--- config.mk ---
export PLATFORM = sky130hd
export DESIGN_NAME = sliding_window_median
export DESIGN_NICKNAME = d
export VERILOG_FILES = /design/src/rtl/swm_pkg.sv /design/src/rtl/swm_ram.sv /design/src/rtl/swm_ctrl.sv /design/src/rtl/swm_datapath.sv /design/src/rtl/sliding_window_median.sv
export SDC_FILE = /design/constraint.sdc
export NUM_CORES = 2
export LEC_CHECK = 0
export CELL_PAD_IN_SITES_DETAIL_PLACEMENT = 0
export CELL_PAD_IN_SITES_GLOBAL_PLACEMENT = 2
export CORE_MARGIN = 8
export CORE_UTILIZATION = 49
export CTS_CLUSTER_DIAMETER = 120
export DETAILED_ROUTE_END_ITERATION = 8
export DONT_BUFFER_PORTS = 1
export PLACE_DENSITY = 0.79
export SETUP_SLACK_MARGIN = 0.02
export SYNTH_ARGS = -nofsm -noshare
export SYNTH_HDL_FRONTEND = slang
export SYNTH_SLANG_ARGS = --single-unit
export TNS_END_PERCENT = 50
--- constraint.sdc ---
create_clock -name clock -period 16.85 [get_ports clock]
set_input_delay 3.37 -clock clock [delete_from_list [all_inputs] [get_ports clock]]
set_output_delay 3.37 -clock clock [all_outputs]
set_load 0.005 [all_outputs]
--- src/rtl/swm_pkg.sv ---
// ============================================================================
// swm_pkg
// Shared constants and controller/datapath interface types for the
// sliding window median filter.
// ============================================================================
package swm_pkg;

   localparam int MAX_WINDOW = 64;
   localparam int IDX_W      = (MAX_WINDOW > 1) ? $clog2(MAX_WINDOW) : 1;
   localparam int CNT_W      = $clog2(MAX_WINDOW + 1);
   localparam int SAMPLE_W   = 32;
   localparam int MEDIAN_W   = 33;
   localparam int WSIZE_W    = 7;

   typedef enum logic [5:0] {
      ST_IDLE    = 6'b000001,
      ST_DROP    = 6'b000010,
      ST_INSERT  = 6'b000100,
      ST_MED_HI  = 6'b001000,
      ST_MED_LO  = 6'b010000,
      ST_MED_SUM = 6'b100000
   } state_type;

   typedef struct packed {
      logic accept;
      logic drop;
      logic insert;
      logic med_hi;
      logic med_lo;
      logic med_sum;
   } cmd_type;

   typedef struct packed {
      logic will_drop;
      logic drop_done;
      logic ins_done;
      logic med_needed;
      logic out_free;
   } status_type;

endpackage

--- src/rtl/swm_ram.sv ---
// ============================================================================
// swm_ram
// Generic simple dual-port RAM: one write port, one read port, registered
// read data.
// ============================================================================
module swm_ram #(
   parameter int WIDTH = 32,
   parameter int DEPTH = 64,
   localparam int AW = (DEPTH > 1) ? $clog2(DEPTH) : 1
) (
   input  logic             clock,
   input  logic             wr_en,
   input  logic [AW-1:0]    wr_addr,
   input  logic [WIDTH-1:0] wr_data,
   input  logic [AW-1:0]    rd_addr,
   output logic [WIDTH-1:0] rd_data
);

   logic [WIDTH-1:0] mem_ff [DEPTH];
   logic [WIDTH-1:0] rd_data_ff;

   always_ff @(posedge clock) begin
      if (wr_en) begin
         mem_ff[wr_addr] <= wr_data;
      end
      rd_data_ff <= mem_ff[rd_addr];
   end

   assign rd_data = rd_data_ff;

endmodule

--- src/rtl/swm_ctrl.sv ---
// ============================================================================
// swm_ctrl
// Sequencer for one sample: accept, drop the oldest value from the sorted
// store if full, insert the new value, then read and sum the middle entries if full.
// ============================================================================
module swm_ctrl (
   input  logic                clock,
   input  logic                reset,
   input  logic                req_valid,
   output logic                req_stall,
   input  swm_pkg::status_type status,
   output swm_pkg::cmd_type    cmd
);
   import swm_pkg::*;

   state_type state_ff;
   state_type state_in;

   always_comb begin
      state_in = state_ff;
      cmd      = '0;
      case (state_ff)
         ST_IDLE: begin
            if (req_valid) begin
               cmd.accept = 1'b1;
               state_in   = status.will_drop ? ST_DROP : ST_INSERT;
            end
         end
         ST_DROP: begin
            cmd.drop = 1'b1;
            if (status.drop_done) begin
               state_in = ST_INSERT;
            end
         end
         ST_INSERT: begin
            cmd.insert = 1'b1;
            if (status.ins_done) begin
               state_in = status.med_needed ? ST_MED_HI : ST_IDLE;
            end
         end
         ST_MED_HI: begin
            cmd.med_hi = 1'b1;
            state_in   = ST_MED_LO;
         end
         ST_MED_LO: begin
            cmd.med_lo = 1'b1;
            state_in   = ST_MED_SUM;
         end
         ST_MED_SUM: begin
            cmd.med_sum = 1'b1;
            if (status.out_free) begin
               state_in = ST_IDLE;
            end
         end
         default: begin
            state_in = ST_IDLE;
         end
      endcase
   end

   always_ff @(posedge clock) begin
      if (reset) begin
         state_ff <= ST_IDLE;
      end else begin
         state_ff <= state_in;
      end
   end

   assign req_stall = (state_ff != ST_IDLE);

endmodule

--- src/rtl/swm_datapath.sv ---
// ============================================================================
// swm_datapath
// Window ring, sorted store, fill and pointer bookkeeping, scan counters
// and the median output register.
// ============================================================================
module swm_datapath (
   input  logic                                 clock,
   input  logic                                 reset,
   input  logic                                 csr_we,
   input  logic [swm_pkg::WSIZE_W-1:0]          csr_wdata,
   input  logic signed [swm_pkg::SAMPLE_W-1:0]  req_sample,
   input  logic                                 req_start_sequence,
   output logic                                 rsp_valid,
   input  logic                                 rsp_stall,
   output logic signed [swm_pkg::MEDIAN_W-1:0]  rsp_median_doubled,
   input  swm_pkg::cmd_type                     cmd,
   output swm_pkg::status_type                  status
);
   import swm_pkg::*;

   logic [WSIZE_W-1:0]         window_size_ff;
   logic [CNT_W-1:0]           fill_ff;
   logic [IDX_W-1:0]           ptr_ff;
   logic [CNT_W-1:0]           rd_idx_ff;
   logic [CNT_W-1:0]           didx_ff;
   logic                       dv_ff;
   logic                       found_ff;
   logic                       bottom_ff;
   logic                       rsp_valid_ff;
   logic signed [SAMPLE_W-1:0] sample_ff;
   logic signed [SAMPLE_W-1:0] hi_val_ff;
   logic signed [MEDIAN_W-1:0] median_ff;

   logic [CNT_W-1:0]           w_eff;
   logic [CNT_W-1:0]           fill_eff;
   logic [CNT_W-1:0]           mid_hi;
   logic [CNT_W-1:0]           mid_lo;
   logic [CNT_W:0]             slot_sum;
   logic [CNT_W:0]             slot_wrap;
   logic [IDX_W-1:0]           ptr_inc;
   logic                       out_free;
   logic                       drop_match;
   logic                       drop_done;
   logic                       ins_empty;
   logic                       ins_greater;
   logic                       ins_done;
   logic signed [MEDIAN_W-1:0] median_in;

   logic [SAMPLE_W-1:0]        sorted_rdata_raw;
   logic [SAMPLE_W-1:0]        ring_rdata_raw;
   logic signed [SAMPLE_W-1:0] sorted_rdata;
   logic signed [SAMPLE_W-1:0] ring_rdata;
   logic                       sorted_we;
   logic [IDX_W-1:0]           sorted_waddr;
   logic [SAMPLE_W-1:0]        sorted_wdata;
   logic [IDX_W-1:0]           sorted_raddr;
   logic                       ring_we;
   logic [IDX_W-1:0]           ring_waddr;

   assign sorted_rdata = $signed(sorted_rdata_raw);
   assign ring_rdata   = $signed(ring_rdata_raw);

   // Requested size zero acts as one; sizes past the store depth saturate.
   always_comb begin
      if (window_size_ff == '0) begin
         w_eff = CNT_W'(1);
      end else if (int'(window_size_ff) > MAX_WINDOW) begin
         w_eff = CNT_W'(MAX_WINDOW);
      end else begin
         w_eff = CNT_W'(window_size_ff);
      end
   end

   assign fill_eff = req_start_sequence ? '0 : fill_ff;
   assign mid_hi   = w_eff >> 1;
   assign mid_lo   = w_eff[0] ? mid_hi : (mid_hi - CNT_W'(1));

   assign ptr_inc   = (int'(ptr_ff) == MAX_WINDOW - 1) ? '0 : (ptr_ff + IDX_W'(1));
   assign slot_sum  = {{(CNT_W + 1 - IDX_W){1'b0}}, ptr_ff} + {1'b0, fill_ff};
   assign slot_wrap = (int'(slot_sum) >= MAX_WINDOW) ?
                      (slot_sum - (CNT_W + 1)'(MAX_WINDOW)) : slot_sum;

   assign out_free = !rsp_valid_ff || !rsp_stall;

   // The oldest sample always sits in the sorted store, so a match is found
   // by the time the scan reaches the end of the window.
   assign drop_match = dv_ff && !found_ff && (sorted_rdata == ring_rdata);
   assign drop_done  = cmd.drop && dv_ff && (didx_ff == (fill_ff - CNT_W'(1)));

   assign ins_empty   = (fill_ff == '0);
   assign ins_greater = (sorted_rdata > sample_ff);
   assign ins_done    = cmd.insert && (ins_empty || bottom_ff || (dv_ff && !ins_greater));

   assign median_in = MEDIAN_W'(hi_val_ff) + MEDIAN_W'(sorted_rdata);

   always_comb begin
      status.will_drop  = (fill_eff == w_eff);
      status.drop_done  = drop_done;
      status.ins_done   = ins_done;
      status.med_needed = ((fill_ff + CNT_W'(1)) == w_eff);
      status.out_free   = out_free;
   end

   // Sorted store port control. The drop scan shifts entries down behind the
   // read pointer; the insert scan shifts entries up behind it.
   always_comb begin
      sorted_we    = 1'b0;
      sorted_waddr = '0;
      sorted_wdata = sorted_rdata_raw;
      if (cmd.drop) begin
         if (dv_ff && found_ff) begin
            sorted_we    = 1'b1;
            sorted_waddr = IDX_W'(didx_ff - CNT_W'(1));
         end
      end else if (cmd.insert) begin
         if (ins_empty || bottom_ff) begin
            sorted_we    = 1'b1;
            sorted_waddr = '0;
            sorted_wdata = sample_ff;
         end else if (dv_ff) begin
            sorted_we    = 1'b1;
            sorted_waddr = IDX_W'(didx_ff + CNT_W'(1));
            sorted_wdata = ins_greater ? sorted_rdata_raw : sample_ff;
         end
      end
   end

   always_comb begin
      if (cmd.drop || cmd.insert) begin
         sorted_raddr = rd_idx_ff[IDX_W-1:0];
      end else if (cmd.med_lo || cmd.med_sum) begin
         sorted_raddr = mid_lo[IDX_W-1:0];
      end else if (cmd.med_hi) begin
         sorted_raddr = mid_hi[IDX_W-1:0];
      end else begin
         sorted_raddr = '0;
      end
   end

   assign ring_we    = ins_done;
   assign ring_waddr = slot_wrap[IDX_W-1:0];

   swm_ram #(
      .WIDTH (SAMPLE_W),
      .DEPTH (MAX_WINDOW)
   ) u_sorted_ram (
      .clock   (clock),
      .wr_en   (sorted_we),
      .wr_addr (sorted_waddr),
      .wr_data (sorted_wdata),
      .rd_addr (sorted_raddr),
      .rd_data (sorted_rdata_raw)
   );

   // The ring is read at the oldest slot continuously, so its data is ready
   // by the time the drop scan starts comparing.
   swm_ram #(
      .WIDTH (SAMPLE_W),
      .DEPTH (MAX_WINDOW)
   ) u_ring_ram (
      .clock   (clock),
      .wr_en   (ring_we),
      .wr_addr (ring_waddr),
      .wr_data (sample_ff),
      .rd_addr (ptr_ff),
      .rd_data (ring_rdata_raw)
   );

   always_ff @(posedge clock) begin
      if (reset) begin
         window_size_ff <= WSIZE_W'(1);
         fill_ff        <= '0;
         ptr_ff         <= '0;
         rd_idx_ff      <= '0;
         didx_ff        <= '0;
         dv_ff          <= 1'b0;
         found_ff       <= 1'b0;
         bottom_ff      <= 1'b0;
         rsp_valid_ff   <= 1'b0;
      end else begin
         if (csr_we) begin
            window_size_ff <= csr_wdata;
            fill_ff        <= '0;
            ptr_ff         <= '0;
         end
         if (cmd.accept) begin
            fill_ff   <= fill_eff;
            if (req_start_sequence) begin
               ptr_ff <= '0;
            end
            rd_idx_ff <= status.will_drop ? '0 : (fill_eff - CNT_W'(1));
            dv_ff     <= 1'b0;
            found_ff  <= 1'b0;
            bottom_ff <= 1'b0;
         end
         if (cmd.drop) begin
            rd_idx_ff <= rd_idx_ff + CNT_W'(1);
            didx_ff   <= rd_idx_ff;
            dv_ff     <= 1'b1;
            if (drop_match) begin
               found_ff <= 1'b1;
            end
            if (drop_done) begin
               fill_ff   <= fill_ff - CNT_W'(1);
               ptr_ff    <= ptr_inc;
               rd_idx_ff <= fill_ff - CNT_W'(2);
               dv_ff     <= 1'b0;
               found_ff  <= 1'b0;
               bottom_ff <= 1'b0;
            end
         end
         if (cmd.insert) begin
            rd_idx_ff <= rd_idx_ff - CNT_W'(1);
            didx_ff   <= rd_idx_ff;
            dv_ff     <= 1'b1;
            if (dv_ff && ins_greater && (didx_ff == '0)) begin
               bottom_ff <= 1'b1;
            end
            if (ins_done) begin
               fill_ff   <= fill_ff + CNT_W'(1);
               dv_ff     <= 1'b0;
               bottom_ff <= 1'b0;
            end
         end
         if (rsp_valid_ff && !rsp_stall) begin
            rsp_valid_ff <= 1'b0;
         end
         if (cmd.med_sum && out_free) begin
            rsp_valid_ff <= 1'b1;
         end
      end
   end

   always_ff @(posedge clock) begin
      if (cmd.accept) begin
         sample_ff <= req_sample;
      end
      if (cmd.med_lo) begin
         hi_val_ff <= sorted_rdata;
      end
      if (cmd.med_sum && out_free) begin
         median_ff <= median_in;
      end
   end

   assign rsp_valid          = rsp_valid_ff;
   assign rsp_median_doubled = median_ff;

   a_fill_bounded : assert property (@(posedge clock) disable iff (reset)
      fill_ff <= w_eff)
      else $error("fill count exceeds the window size");

   a_drop_found : assert property (@(posedge clock) disable iff (reset)
      drop_done |-> (found_ff || drop_match))
      else $error("drop scan ended without finding the oldest sample");

   a_insert_index : assert property (@(posedge clock) disable iff (reset)
      (cmd.insert && dv_ff && !bottom_ff) |-> (didx_ff < fill_ff))
      else $error("insert scan index outside the filled window");

endmodule

--- src/rtl/sliding_window_median.sv ---
// ============================================================================
// sliding_window_median
// Running median over the most recent window_size samples of a signed
// stream; the result is twice the median, i.e. the median with one fraction bit.
// ============================================================================
//
//   Channel  Ports                                      Direction
//   req      req_valid/req_stall, sample, start_seq     in  (stall driven out)
//   rsp      rsp_valid/rsp_stall, median_doubled        out (stall driven in)
//   csr      csr_we, csr_wdata (window_size)            in, write only
//
// A sample takes longer as the window fills; the linear drop and insert
// scans over the sorted store set the time, and req_stall holds off the next
// sample until the current one is done.
// Reset is synchronous; no clearing pass runs, the stores need none.
// A finished result waits in the output register while the next beat is taken.
// ============================================================================
module sliding_window_median (
   input  logic                                 clock,
   input  logic                                 reset,
   input  logic                                 csr_we,
   input  logic [swm_pkg::WSIZE_W-1:0]          csr_wdata,
   input  logic                                 req_valid,
   output logic                                 req_stall,
   input  logic signed [swm_pkg::SAMPLE_W-1:0]  req_sample,
   input  logic                                 req_start_sequence,
   output logic                                 rsp_valid,
   input  logic                                 rsp_stall,
   output logic signed [swm_pkg::MEDIAN_W-1:0]  rsp_median_doubled
);
   import swm_pkg::*;

   cmd_type    cmd;
   status_type status;

   swm_ctrl u_ctrl (
      .clock     (clock),
      .reset     (reset),
      .req_valid (req_valid),
      .req_stall (req_stall),
      .status    (status),
      .cmd       (cmd)
   );

   swm_datapath u_datapath (
      .clock              (clock),
      .reset              (reset),
      .csr_we             (csr_we),
      .csr_wdata          (csr_wdata),
      .req_sample         (req_sample),
      .req_start_sequence (req_start_sequence),
      .rsp_valid          (rsp_valid),
      .rsp_stall          (rsp_stall),
      .rsp_median_doubled (rsp_median_doubled),
      .cmd                (cmd),
      .status             (status)
   );

endmodule
* Word level (Yosys, flattened, before mapping)
Memory sizes are Yosys's and may differ from the RTL's. A register that Yosys moved wholly into a read port is not among the register bits.
Cells that the tools add are included.
W data, S select, Z words.
** Word-level totals
- Memories :: 2
- Output and inout port bits :: 35
- Logic and storage cells :: 151
- Bits in writable memories :: 4096
- Bits in registers :: 141
- Input bits :: 45
** Memories
- u_datapath.u_ring_ram.mem_ff :: depth 64, bits a word 32, read ports 1, clocked after memory_dff 1, wr ports 1, RTL line swm_ram.sv:19 : logic [WIDTH-1:0] mem_ff [DEPTH];
- u_datapath.u_sorted_ram.mem_ff :: depth 64, bits a word 32, read ports 1, clocked after memory_dff 1, wr ports 1, RTL line swm_ram.sv:19
** Cells by class
- Mux-type cells :: 77
- $lt $le $gt $ge :: 3
- Reductions and logical operators :: 27
- Add/sub/neg operators :: 13
- Eq/ne operators :: 16
** Operators with widths (number)
- $mux W32 :: 5
- $mux W6 :: 20
- $mux W7 :: 16
- $pmux W6 S6 :: 1
- $add A32 B32 Y33 :: 1
- $mux W1 :: 33
- $eq A32 B32 Y1 :: 1
- $gt A32 B32 Y1 :: 1
- $eq A7 B7 Y1 :: 3
- $logic_not A7 Y1 :: 3
- $sub A7 B1 Y7 const B :: 3
- $sub A6 B1 Y6 const B :: 3
- $add A7 B1 Y7 const B :: 2
- $add A6 B1 Y6 const B :: 2
- $eq A6 B1 Y1 const B :: 2
- $logic_and A1 B1 Y1 :: 11
- $add A6 B7 Y8 :: 1
- $ge A8 B7 Y1 const B :: 1
- $gt A7 B7 Y1 const B :: 1
- $sub A7 B2 Y7 const B :: 1
- $eq A6 B2 Y1 const B :: 1
- $eq A6 B3 Y1 const B :: 1
- $eq A6 B4 Y1 const B :: 1
- $eq A6 B5 Y1 const B :: 1
- 11 further kinds :: 21

* Longest topological paths before layout
- Depth after elaboration :: 9
- Gate-level depth with buffers :: 15
- Gate-level depth less buffers :: 12

* Hierarchy
A second synthesis with hierarchy kept.
** Unflattened totals
- Cells, all modules :: 7739
- Area total of the unflattened synthesis :: 166987.7 um^2
** Modules (own cells, without submodules)
- swm_ram :: cells an instance 3324, area each 78515.3 um^2, times used 2
- swm_datapath :: cells an instance 1040, area each 9555.4 um^2, times used 1
- swm_ctrl :: cells an instance 51, area each 401.6 um^2, times used 1

* Worst setup path after synthesis
OpenSTA, ideal clock, no wires.
- Path type :: reg-to-reg
- Start point :: register u_datapath.sample_ff[31]
- End point :: memory u_datapath.u_sorted_ram.mem_ff[0][31] (data pin)
- Cell stages (with the launch flop) :: 13
- Library setup time :: 0.702 ns
- Arrival time :: 6.003 ns
- Buffers on the path :: 2
- Path slack :: 10.145 ns
- Period minus slack after synthesis :: 6.705 ns
- Path through :: edfxtp_1 inv_1 ha_1 nand4_1 or3_1 nor4_1 and4_1 o31ai_1 a31o_2 a21o_1 clkbuf_1 clkbuf_1 o21ai_0
** On the way
- Cells in the longest elaborated chain, start to end :: 6
** Ends and longest elaborated chain
- start, declared :: RTL line swm_datapath.sv:30 : logic signed [SAMPLE_W-1:0] sample_ff;
- start signal, assigned :: RTL line swm_datapath.sv:236 : sample_ff <= req_sample;
- $gt A32 B32 Y1 :: RTL line swm_datapath.sv:91 : assign ins_greater = (sorted_rdata > sample_ff);
- $mux W32 :: RTL line swm_datapath.sv:123 : sorted_wdata = ins_greater ? sorted_rdata_raw : sample_ff;
- $mux W32 :: RTL line swm_datapath.sv:120 : end else if (dv_ff) begin
- $mux W32 * :: RTL line swm_datapath.sv:116 : if (ins_empty || bottom_ff) begin
- $mux W32 * :: RTL line swm_datapath.sv:115 : end else if (cmd.insert) begin
- $mux W32 * :: RTL line swm_datapath.sv:110 : if (cmd.drop) begin
- named net u_datapath.sorted_wdata[31] :: RTL line swm_datapath.sv:55 : logic [SAMPLE_W-1:0] sorted_wdata;
- end, declared :: RTL line swm_ram.sv:19
Mark *: on every way through the listed nets, which the timed path passes. The rest lies on a longest branch.

* Final worst setup path
- Start point :: register u_ctrl.state_ff[5]
- End point :: register u_datapath.u_sorted_ram.rd_data_ff[1] (netlist: u_datapath.u_sorted_ram.rd_data[1]), read port of u_datapath.u_sorted_ram.mem_ff
** On the way
- Cells in the longest elaborated chain, start to end :: 5
- Elaborated cells on any way between the ends :: 15
- Those cells by class :: 5 x eq/ne; 8 x mux; 2 x reduce/logical
** Ends and longest elaborated chain
- start, declared :: RTL line swm_ctrl.sv:16 : state_type state_ff;
- start signal, assigned :: RTL line swm_ctrl.sv:65 : state_ff <= state_in;
- $eq A6 B4 Y1, or another cell as far along :: RTL line swm_ctrl.sv:22 : case (state_ff)
- $mux W1 :: RTL line swm_ctrl.sv:22
- $mux W6 / $logic_or A1 B1 Y1 (equally long branches) :: RTL line swm_datapath.sv:133, swm_datapath.sv:131
- $mux W6 :: RTL line swm_datapath.sv:131 : end else if (cmd.med_lo || cmd.med_sum) begin
- $mux W6 * :: RTL line swm_datapath.sv:129 : if (cmd.drop || cmd.insert) begin
- end, declared :: RTL line swm_ram.sv:20 : logic [WIDTH-1:0] rd_data_ff;
Every way passes the cells marked *; elsewhere a longest branch is shown, timed or not.
A chain may end at the register's enable or synchronous reset.

==> flow_summary_export.csv <==
group,metric,value,unit
layout,mostFrequentLayoutCells,"edfxtp_1 (4193), nand2_1 (1525), mux4_2 (732), clkbuf_16 (442), mux2i_1 (403)",
floorplanning,ioPinCount,80,
logic_synthesis,synth_top_flop_cell,"edfxtp_1",
cts,clk_path_buf_depth,4,
flow_run,cap_violations,0,
global_route,grt_usage,26.04,%
logic_synthesis,synth_seq_cells,4301,
route,via_per_inst,6.222,
placed_design,dp_slack,10.07,ns
timing,final_hold_viol_count,0,
layout,area_growth,12.46,%
critical_path,cpPeakStageDelay,0.93,ns
timing,fin_tns_setup,0,ns
hold_path,hp-class,"reg -> reg",
status,outcome,"complete, no violations",
logic_synthesis,netlist.top_cell.by_area,"edfxtp_1",
timing,post-route-period-util,41.12,%
layout,num-fill-cells,26120,
logic_synthesis,syn_nets,9696,
timing,fmax,144.3,MHz
cts,cts_root_buf,"clkbuf_16",
floorplanning,dieArea,365700,µm²
logic_synthesis,synth_edf_count,4193,
global_route,grt_remaining_overflow,0,
timing,rsz0062_at_grt,"no",
critical_path,crit_top_cell,"buf_4",
timing,drv_slew,0,
critical_path,rrSetupSlack,9.92,ns
logic_synthesis,yosysUniqueCellTypes,90,
floorplanning,die_y,604.8,µm
logic_synthesis,syn_inst,9567,
hold_path,hold_depth,0,
critical_path,path_class,"reg -> reg",
critical_path,path_buf_inv,4,
timing,fin_ws,9.922,ns
logic_synthesis,ys_async_sr_fraction,0,%
timing,relSlewSlack,8.396,%
floorplanning,initial_core_util,49.14,%
cts,cts_resized,0,
pwr,p_leak,63.17,nW
pwr,power,0.02401,W
global_route,grt_pass1_wl,681.2,mm
floorplanning,die_w,604.8,µm
cts,clock_sinks,4301,
timing,layout_min_cycle_time,6.928,ns
logic_synthesis,synth.cell_area,169900,µm²
cts,cts_made_buffers,433,
critical_path,crit_required,17.74,ns
timing,max_slew.worst_pin.slew,1.370,ns
placed_design,gp_routability_congestion,0.8694,
cts,cts_tree,"built",
cts,clock_latency,1.01,ns
logic_synthesis,synth.yosys.seq_area_share,75.40,%
cts,clk_pin_slew,0.07,ns
critical_path,rr_endpoint,"u_datapath.u_sorted_ram.rd_data[1]$_DFF_P_",
pwr,power.density,125.7,nW/µm²
cts,cts_hold_buf,0,
critical_path,critical-path-top-delay-family,"buffers and inverters",
critical_path,worstReg2RegStart,"u_ctrl.state_ff[5]$_SDFFE_PP0P_",
critical_path,cp_cell_sequence,"nor4_4 > and2_1 > a221oi_4 > buf_12 > buf_4 > buf_4 > buf_4 > nand2_1 > nand3_1 > a21oi_1 > nor4_1 > nand3_1 > a221oi_1",
logic_synthesis,yosysWarnings,0,
layout,drive_gt1_share,18.80,%
route,routed_wl,486.2,mm
logic_synthesis,synth_area_leaders,"edfxtp_1 (74%), mux4_2 (9.7%), nand2_1 (3.4%), mux2i_1 (2.4%), dfxtp_1 (1.3%)",
global_route,antenna_found_initial,47,
logic_synthesis,synth_top_area_share,74.13,%
pwr,ir_drop,93.34,µV
timing,clock_skew,0.06463,ns
cts,cts_post_setup_buffers_inserted,0,
critical_path,worstRegToRegCells,13,
critical_path,setup.worst_path.start_class,"flop",
layout,nets,9900,
global_route,grt_pass1_vias,89240,
critical_path,path_max_fanout,139,
layout,final_common_cell,"edfxtp_1",
floorplanning,fp.coreArea,345700,µm²
cts,cts_htree_levels,5,
route,firstDrtPassIters,6,
floorplanning,num_rows,216,
placed_design,port_buffers,0,
route,wire_per_inst,33.00,µm
hold_path,holdPathEnd,"u_datapath.u_ring_ram.mem_ff[16][13]$_DFFE_PP_",
global_route,grt_start_max_net_pins,175,
critical_path,crit_arrival,7.82,ns
route,dr.first_iter.drc_count,10710,
route,dr_total_vias,91660,
placed_design,hpwl,277.9,mm
route,drc,0,
route,ant_nets,0,
timing,setup_viol_count_final,0,
critical_path,crit_path_top_delay_cell,"buf_4",
logic_synthesis,avgSynthCellArea,17.75,µm²
hold_path,hp-start,"u_datapath.sample_ff[13]$_DFFE_PP_",
critical_path,crit_path_end_kind,"flop",
-- worst max-delay path by stage --
stage | slack, ns | end | start | depth (start not counted)
5_1_grt | 9.61 | u_datapath.u_sorted_ram.rd_data[1]$_DFF_P_ | u_ctrl.state_ff[2]$_SDFFE_PP0P_ | 13
6_report | 9.92 | u_datapath.u_sorted_ram.rd_data[1]$_DFF_P_ | u_ctrl.state_ff[5]$_SDFFE_PP0P_ | 13
3_5_place_dp | 10.07 | u_datapath.u_sorted_ram.rd_data[28]$_DFF_P_ | u_ctrl.state_ff[4]$_SDFFE_PP0P_ | 13
3_3_place_gp | 10.13 | u_datapath.u_sorted_ram.rd_data[28]$_DFF_P_ | u_ctrl.state_ff[4]$_SDFFE_PP0P_ | 13
2_1_floorplan | 10.14 | u_datapath.u_sorted_ram.mem_ff[0][31]$_DFFE_PP_ | u_datapath.sample_ff[31]$_DFFE_PP_ | 12
4_1_cts | 10.01 | u_datapath.u_sorted_ram.rd_data[28]$_DFF_P_ | u_ctrl.state_ff[4]$_SDFFE_PP0P_ | 13
-- cell usage after synthesis, types with 11 or more instances --
cell type,n
a211o_1,24
a211oi_1,12
a21o_1,25
a21oi_1,331
a221oi_1,45
a221oi_2,19
a311oi_1,24
a31oi_1,146
and3_1,162
buf_1,68
buf_2,168
buf_4,31
buf_6,19
clkbuf_1,258
dfxtp_1,108
edfxtp_1,4193
ha_1,82
inv_1,64
mux2i_1,403
mux4_2,732
nand2_1,1527
nand2b_1,15
nand3_1,367
nand4_1,17
nor2_1,211
nor2b_1,13
nor3_1,31
nor4_1,40
o211ai_1,27
o21ai_0,81
o31ai_1,11
o32a_1,22
o32ai_1,23
or3_1,12
xnor2_1,49
xor2_1,54
-- logic make-up after synthesis --
| kind of cell | after synthesis | share of synthesized area [%] |
|---|---|---|
| adders and majority gates | 84 | 0.6276 |
| AOI/OAI and AO/OA | 872 | 3.405 |
| muxes | 1136 | 12.09 |
| and+or+nand+nor | 2461 | 6.307 |
| buffers and inverters | 608 | 1.620 |
| xor gates and xnor gates | 105 | 0.5539 |
| DFF | 4301 | 75.40 |
-- metrics by stage --
stage	cell area [µm²]	instances	hold WS, ns	util [%]
detailed placement	177100	13910	0.4745	51.24
finish	191000	14730	0.5056	55.26
CTS	191000	14710	0.4978	55.25
global route	191000	14720	0.5093	55.25
global placement	177100	13910	0.4686	51.23
floorplan	169900	9567	0.4622	-
-- metal layers --
metal  share of wire, %  GRT usage, %
met5             0.0091             0
met1                 39         35.04
met4                4.7         11.07
met2                 49         42.66
met3                7.7         3.938
-- layout make-up --
class / count / area [µm²] / share of cell area [%]
clock buffer: 542 / 11530 / 6.034
multi-input combinational: 4658 / 40590 / 21.25
clock inverter: 252 / 2330 / 1.220
sequential: 4301 / 128100 / 67.06
tap: 4578 / 5728 / 2.999
antenna: 24 / 60.06 / 0.03144
inverter: 64 / 240.2 / 0.1258
timing repair buffer: 313 / 2457 / 1.286
-- where the power goes --
group	switching, W	internal (W)
clock network	0.00406	0.00539
registers	0.0000626	0.0125
logic	0.00160	0.000420
-- state kept, by name, summed over array words and instances, names as in the netlist --
signal and count:
u_datapath.sample_ff 32, u_datapath.u_sorted_ram.mem_ff 2048, u_datapath.didx_ff 7, u_datapath.dv_ff 1
u_datapath.ptr_ff 6, u_datapath.rd_idx_ff 7, u_datapath.rsp_median_doubled 33, u_datapath.rsp_valid 1
u_datapath.u_ring_ram.rd_data 32, u_datapath.u_ring_ram.mem_ff 2048, u_ctrl.state_ff 6, u_datapath.fill_ff 7
u_datapath.bottom_ff 1, u_datapath.u_sorted_ram.rd_data 32, u_datapath.window_size_ff 7, u_datapath.hi_val_ff 32
u_datapath.found_ff 1
No activity file was read; power rests on OpenSTA's default activity.
